<file path="src/hdl/dfp_pkg.sv">
// Package: shared types and constants for the distance frame parser.
`default_nettype none
package dfp_pkg;

  localparam int unsigned BYTE_W = 8;
  localparam int unsigned DIST_W = 16;
  localparam int unsigned CFG_IDX_W = 1;

  localparam logic [BYTE_W-1:0] HEADER_BYTE = 8'hFF;
  localparam logic [DIST_W-1:0] MIN_DIST_RESET = 16'd30;
  localparam logic [DIST_W-1:0] MAX_DIST_RESET = 16'd400;

  typedef enum logic [CFG_IDX_W-1:0] {
    REG_MIN_DIST = 1'b0,
    REG_MAX_DIST = 1'b1
  } reg_index_t;

  typedef enum logic [1:0] {
    PH_HUNT  = 2'd0,
    PH_HIGH  = 2'd1,
    PH_LOW   = 2'd2,
    PH_CHECK = 2'd3
  } phase_t;

  typedef enum logic [1:0] {
    ST_OK        = 2'd0,
    ST_CHECKSUM  = 2'd1,
    ST_ABOVE_MAX = 2'd2,
    ST_BELOW_MIN = 2'd3
  } status_t;

  typedef struct packed {
    logic              valid;
    logic [BYTE_W-1:0] data;
  } byte_req_t;

endpackage
`default_nettype wire

</file>
<file path="src/hdl/dfp_in_stage.sv">
// Input register stage: captures one received byte per request.
`default_nettype none
module dfp_in_stage (
  input  wire logic                       clk,
  input  wire logic                       rst,
  input  wire logic                       in_valid,
  output logic                            in_stall,
  input  wire logic [dfp_pkg::BYTE_W-1:0] rx_byte,
  output dfp_pkg::byte_req_t              req,
  input  wire logic                       take
);

  dfp_pkg::byte_req_t held;

  assign in_stall = held.valid && !take;
  assign req      = held;

  always_ff @(posedge clk) begin
    if (rst) begin
      held.valid <= 1'b0;
    end else if (!in_stall) begin
      held.valid <= in_valid;
    end
    if (!in_stall && in_valid) begin
      held.data <= rx_byte;
    end
  end

endmodule
`default_nettype wire

</file>
<file path="src/hdl/dfp_frame.sv">
// Frame tracker: header hunt, checksum, clamp and result register.
`default_nettype none
module dfp_frame (
  input  wire logic                       clk,
  input  wire logic                       rst,
  input  wire dfp_pkg::byte_req_t         req,
  output logic                            take,
  input  wire logic [dfp_pkg::DIST_W-1:0] min_distance,
  input  wire logic [dfp_pkg::DIST_W-1:0] max_distance,
  output logic                            out_valid,
  input  wire logic                       out_stall,
  output logic [dfp_pkg::DIST_W-1:0]      distance_out,
  output logic [1:0]                      frame_status
);

  dfp_pkg::phase_t               phase, phase_next;
  logic [dfp_pkg::BYTE_W-1:0]    high_byte, low_byte;
  logic [dfp_pkg::DIST_W-1:0]    held_distance, held_distance_next;
  dfp_pkg::status_t              status_next;
  logic [dfp_pkg::BYTE_W-1:0]    sum;
  logic [dfp_pkg::DIST_W-1:0]    cand;
  logic                          advance;
  logic                          finish;

  assign advance = !out_valid || !out_stall;
  assign take    = req.valid && ((phase != dfp_pkg::PH_CHECK) || advance);
  assign finish  = take && (phase == dfp_pkg::PH_CHECK);

  always_comb begin
    sum  = dfp_pkg::BYTE_W'(dfp_pkg::HEADER_BYTE + high_byte + low_byte);
    cand = held_distance;
    status_next = dfp_pkg::ST_CHECKSUM;
    if (sum == req.data) begin
      cand = {high_byte, low_byte};
      status_next = dfp_pkg::ST_OK;
    end
    held_distance_next = cand;
    if (cand > max_distance) begin
      held_distance_next = max_distance;
      status_next = dfp_pkg::ST_ABOVE_MAX;
    end else if (cand < min_distance) begin
      held_distance_next = min_distance;
      status_next = dfp_pkg::ST_BELOW_MIN;
    end
  end

  always_comb begin
    phase_next = phase;
    case (phase)
      dfp_pkg::PH_HUNT: begin
        if (req.data == dfp_pkg::HEADER_BYTE) begin
          phase_next = dfp_pkg::PH_HIGH;
        end
      end
      dfp_pkg::PH_HIGH:  phase_next = dfp_pkg::PH_LOW;
      dfp_pkg::PH_LOW:   phase_next = dfp_pkg::PH_CHECK;
      dfp_pkg::PH_CHECK: phase_next = dfp_pkg::PH_HUNT;
      default:           phase_next = dfp_pkg::PH_HUNT;
    endcase
  end

  always_ff @(posedge clk) begin
    if (rst) begin
      phase         <= dfp_pkg::PH_HUNT;
      high_byte     <= '0;
      low_byte      <= '0;
      held_distance <= '0;
      out_valid     <= 1'b0;
    end else begin
      if (take) begin
        phase <= phase_next;
        if (phase == dfp_pkg::PH_HIGH) begin
          high_byte <= req.data;
        end
        if (phase == dfp_pkg::PH_LOW) begin
          low_byte <= req.data;
        end
      end
      if (finish) begin
        held_distance <= held_distance_next;
      end
      if (advance) begin
        out_valid <= finish;
      end
    end
  end

  always_ff @(posedge clk) begin
    if (finish) begin
      distance_out <= held_distance_next;
      frame_status <= status_next;
    end
  end

  a_hunt_drop: assert property (@(posedge clk) disable iff (rst)
    (take && phase == dfp_pkg::PH_HUNT && req.data != dfp_pkg::HEADER_BYTE)
      |=> (phase == dfp_pkg::PH_HUNT))
    else $error("non-header byte left the hunt phase");

  a_result_only_at_check: assert property (@(posedge clk) disable iff (rst)
    (advance && !finish) |=> !out_valid)
    else $error("result produced outside the checksum byte");

  a_held_matches_out: assert property (@(posedge clk) disable iff (rst)
    finish |=> (held_distance == distance_out))
    else $error("held distance differs from emitted distance");

  a_above_max: assert property (@(posedge clk) disable iff (rst)
    (out_valid && frame_status == dfp_pkg::ST_ABOVE_MAX)
      |-> (distance_out == max_distance))
    else $error("above-max status without clamp to max");

  a_ok_in_range: assert property (@(posedge clk) disable iff (rst)
    (out_valid && frame_status == dfp_pkg::ST_OK)
      |-> (distance_out <= max_distance && distance_out >= min_distance))
    else $error("ok status with distance outside limits");

endmodule
`default_nettype wire

</file>
<file path="src/hdl/distance_frame_parser_core.sv">
// Top level: distance frame parser with limit registers.
//
//   channel | handshake           | payload
//   --------+---------------------+----------------------------
//   in      | in_valid / in_stall | rx_byte
//   out     | out_valid/out_stall | distance_out, frame_status
//   cfg     | cfg_write           | cfg_index, cfg_data
//
// One byte is accepted per cycle unless in_stall is high; a frame's checksum
// byte passes the input register, then the result register holds its result.
// rst is synchronous: limits return to 30 and 400, the hunt restarts.
// A stalled result holds; the input keeps flowing for hunt, high and low
// bytes and stalls only when a checksum byte meets a full, stalled result register.
`default_nettype none
module distance_frame_parser_core (
  input  wire logic                          clk,
  input  wire logic                          rst,
  input  wire logic                          in_valid,
  output logic                               in_stall,
  input  wire logic [dfp_pkg::BYTE_W-1:0]    rx_byte,
  output logic                               out_valid,
  input  wire logic                          out_stall,
  output logic [dfp_pkg::DIST_W-1:0]         distance_out,
  output logic [1:0]                         frame_status,
  input  wire logic                          cfg_write,
  input  wire logic [dfp_pkg::CFG_IDX_W-1:0] cfg_index,
  input  wire logic [dfp_pkg::DIST_W-1:0]    cfg_data
);

  logic [dfp_pkg::DIST_W-1:0] min_distance;
  logic [dfp_pkg::DIST_W-1:0] max_distance;
  dfp_pkg::byte_req_t         req;
  logic                       take;

  always_ff @(posedge clk) begin
    if (rst) begin
      min_distance <= dfp_pkg::MIN_DIST_RESET;
      max_distance <= dfp_pkg::MAX_DIST_RESET;
    end else if (cfg_write) begin
      case (dfp_pkg::reg_index_t'(cfg_index))
        dfp_pkg::REG_MIN_DIST: min_distance <= cfg_data;
        dfp_pkg::REG_MAX_DIST: max_distance <= cfg_data;
        default: ;
      endcase
    end
  end

  dfp_in_stage u_in_stage (
    .clk      (clk),
    .rst      (rst),
    .in_valid (in_valid),
    .in_stall (in_stall),
    .rx_byte  (rx_byte),
    .req      (req),
    .take     (take)
  );

  dfp_frame u_frame (
    .clk          (clk),
    .rst          (rst),
    .req          (req),
    .take         (take),
    .min_distance (min_distance),
    .max_distance (max_distance),
    .out_valid    (out_valid),
    .out_stall    (out_stall),
    .distance_out (distance_out),
    .frame_status (frame_status)
  );

endmodule
`default_nettype wire

</file>
<file path="config.mk">
export PLATFORM = sky130hd
export DESIGN_NAME = distance_frame_parser_core
export DESIGN_NICKNAME = d
export VERILOG_FILES = /design/src/hdl/dfp_pkg.sv /design/src/hdl/dfp_in_stage.sv /design/src/hdl/dfp_frame.sv /design/src/hdl/distance_frame_parser_core.sv
export SDC_FILE = /design/constraint.sdc
export NUM_CORES = 1
export LEC_CHECK = 0
export BUFFER_PORTS_ARGS = -buffer_cell sky130_fd_sc_hd__buf_2
export CORE_ASPECT_RATIO = 1.1
export CORE_MARGIN = 5
export CORE_UTILIZATION = 35
export DETAILED_ROUTE_END_ITERATION = 10
export PLACE_DENSITY = 0.5
export SLEW_MARGIN = 40
export SYNTH_ARGS = -nofsm -noshare
export SYNTH_HDL_FRONTEND = slang
export SYNTH_HIERARCHICAL = 1
export SYNTH_SLANG_ARGS = --single-unit
</file>
<file path="constraint.sdc">
create_clock -name clk -period 11.1 [get_ports clk]
set_clock_uncertainty 0.2 [all_clocks]
set_input_delay 1.11 -clock clk [delete_from_list [all_inputs] [get_ports clk]]
set_output_delay 1.11 -clock clk [all_outputs]
set_load 0.03 [all_outputs]
</file>
==> summary.txt <==
Timing
  – Final Hold Violating Endpoints: 0
  – Fin. max-slew vios: 0
  – Unrepaired setup endpoints after global routing: no
  – Final setup fails: 0
  – Slew headroom: 53.7%
  – Final WS setup: 5370 ps
  – Tmin final: 5730 ps
  – Max Clk Rate: 174 MHz
  – Slew @ Worst Pin: 693 ps
  – Setup TNS: 0 ps
  – Final Cycle Share: 51.7%

Global routing
  – First-pass GRT wire length: 22.0 mm
  – Vias in the first global route: 4,447
  – Largest net degree at the start of global routing: 85
  – GR Overflow Total: 0
  – GRT Overall Usage: 15.1%
  – Initial antenna violation count: 0

Die
  – DIE AREA: 0.0186 sq mm
  – Core area: 0.0157 sq mm
  – Die width: 130 microns
  – # IOs: 50
  – # rows: 48
  – Die Y: 142 microns
  – Initial Util: 35.6%

Clocking
  – Worst-case clock buffer depth: 2
  – Root buf cell: clkbuf_16
  – CTS tree: yes
  – Post-CTS Setup Bufs: 0
  – CTS H-tree depth: 3
  – Clock buffer count from CTS: 9
  – Clock Latency Late Sink: 350 ps
  – CTS-repair resized insts: 0
  – CTS Hold Buffers Added: 0
  – Clock-pin slew on the worst setup and hold paths: 70 ps
  – # clock sinks: 94

Synthesis
  – Ys async rst share: 0%
  – Most used DFF post-synth: dfxtp_1
  – Yosys top cell area share: 24.4%
  – Main area contributors after synthesis: dfxtp_1 (24%), edfxtp_1 (14%), ha_1 (11%), mux2i_1 (7.5%), inv_1 (5.2%)
  – Syn nets: 696
  – Syn Area/Cell: 9.05 sq um
  – Synthesized cell area: 0.00558 sq mm
  – Leading area contributor after synthesis: dfxtp_1
  – Yosys reg bits: 94
  – Distinct cells, synth: 50
  – Ys Warns: 6
  – Mapped Cells: 617
  – Sequential-to-total area share from yosys stat: 38.4%
  – Post-synth EDFFs: 26

Placed design
  – Routability cong.: 0.841
  – Pre-CTS WS: 5400 ps
  – Hpwl dp: 10.2 mm
  – Port bufs: 49

Job
  – Max-Cap Viols: 0

Setup path
  – FF-to-FF setup slack: 5370 ps
  – CP max stage delay: 610 ps
  – Critical Path AT: 5790 ps
  – Worst-path cell chain: inv_1, ha_1, inv_1, ha_1, fa_1, xor2_1, nor3_1, nand4_1, a211oi_2, and2_2, mux2i_1, inv_1, ha_1, nor2b_1, o21a_1, o21ai_1, a21oi_1, a2111oi_0, nor2_2, buf_4, a221o_1, a311oi_1
  – Crit start category: flip-flop
  – CP max stage cell: a2111oi_0
  – Critical Setup Path Class: flip-flop to flip-flop
  – Worst path required time: 11,150 ps
  – Crit Path Max Fanout: 33
  – CP Capture Type: flip-flop

Routing
  – First-pass DRT Iterations: 5
  – Post-DRT Antenna Nets: 0
  – DR vias: 4,349
  – Iteration-0 DRC count of the detailed router: 220
  – Routed len/inst: 15.8 microns
  – WL final: 13.5 mm
  – DRC: 0
  – Via density: 5.07

Power
  – PD cells: 117 mW/mm^2
  – Peak VDD IR: 0.0683 mV
  – LEAKAGE: 0.00267 uW

Cells and area
  – Area delta synth->final: 12.2%
  – Ant. Diodes: 0
  – Layout cells sized above 1: 13.8%
  – Final #Nets: 732

Worst hold path
  – Hold Crit Class: flip-flop to flip-flop

Outcome
  – Run status: complete, no violations
[cells in the mapped netlist, types with 10 or more instances]
cell,count
inv_1,77
dfxtp_1,68
nand2_1,63
ha_1,48
mux2i_1,42
nor2_1,39
a21oi_1,35
nand2b_1,33
edfxtp_1,26
nand3_1,24
nor3_1,21
clkbuf_1,17
a221o_1,15
a311oi_2,10
[final cells by class]
cell class	count	area, sq um
clock buffer	11	233
clock inverter	5	60.1
fill	1594	9410
inverter	77	292
multi-input combinational	415	2990
sequential	94	2140
tap	200	250
timing repair buffer	56	302
[state kept, by name, indices dropped and copies added, names as in the netlist]
signal / flops
max_distance: 16
min_distance: 16
u_frame/distance_out: 16
u_frame/frame_status: 2
u_frame/held_distance: 16
u_frame/high_byte: 8
u_frame/low_byte: 8
u_frame/out_valid: 1
u_frame/phase: 2
u_in_stage/req: 9
[where the power goes]
| part | internal (uW) | switching, uW | total (uW) |
|---|---|---|---|
| clock network | 175 | 131 | 306 |
| logic | 25.2 | 31.0 | 56.2 |
| registers | 361 | 9.53 | 370 |
| total | 561 | 172 | 733 |
[path summary, 6_finish.rpt]
kind / startpoint / end / cells past startpoint
max: u_frame/low_byte[1] / u_frame/held_distance[13] / 22
max reg2reg: u_frame/low_byte[1] / u_frame/held_distance[13] / 22
min reg2reg: u_frame/low_byte[0] / u_frame/low_byte[0] / 2
min: u_frame/low_byte[0] / u_frame/low_byte[0] / 2
[kinds of logic after synthesis]
| group | synth area share [%] |
|---|---|
| AOI/OAI and AO/OA | 14.6 |
| muxes | 7.53 |
| xor gates and xnor gates | 2.04 |
| adders and majority gates | 11.1 |
| DFF | 38.4 |
| and+or+nand+nor | 18.0 |
| buffers and inverters | 8.38 |
[through the flow]
step / instance area (sq um) / total power (uW) / util [%] / hold WS [ps] / instances
final: 6270 / 733 / 40.0 / 280 / 858
after global routing: 6270 / 767 / 40.0 / 309 / 858
after CTS: 6260 / 744 / 40.0 / 279 / 858
after detailed placement: 5970 / 434 / 38.1 / 269 / 842
after global placement: 5970 / 433 / 38.1 / 268 / 842
after floorplan: 5580 / 415 / - / 249 / 617
[metal layers]
metal  global-route usage (%)  up-vias  wire length, microns
met2                     23.1      105                  5990
met4                     5.74        0                   262
met1                     20.6     2021                  6630
met5                        0        -                     0
li1                         -     2204                     -
met3                     3.83       19                   661
[cell usage in the layout (no fill, tap or decap), types with 4 or more instances in the layout]
master | synthesis | final
inv_1 | 77 | 76
dfxtp_1 | 68 | 68
nand2_1 | 63 | 63
buf_2 | 7 | 49
ha_1 | 48 | 48
mux2i_1 | 42 | 42
nor2_1 | 39 | 38
a21oi_1 | 35 | 35
nand2b_1 | 33 | 33
edfxtp_1 | 26 | 26
nand3_1 | 24 | 24
nor3_1 | 21 | 21
a221o_1 | 15 | 15
a311oi_2 | 10 | 10
clkbuf_16 | 0 | 9
xnor2_1 | 9 | 9
o21ai_0 | 9 | 9
a21o_1 | 8 | 8
buf_4 | 0 | 6
nand4_1 | 6 | 6
a311oi_1 | 6 | 6
o21ai_1 | 4 | 4
xor2_1 | 4 | 4
[worst max-delay path, delay by kind of cell, from the launching register on]
family	cells	cell delay [ps]
multiplexers	1	350
AND/OR/NAND/NOR	5	1050
buffers and inverters	4	480
XOR/XNOR	1	150
adder cells (fa/ha/maj)	4	1250
flip-flops	1	360
AO/OA/AOI/OAI	7	1800
No activity file was read; power rests on OpenSTA's default activity.
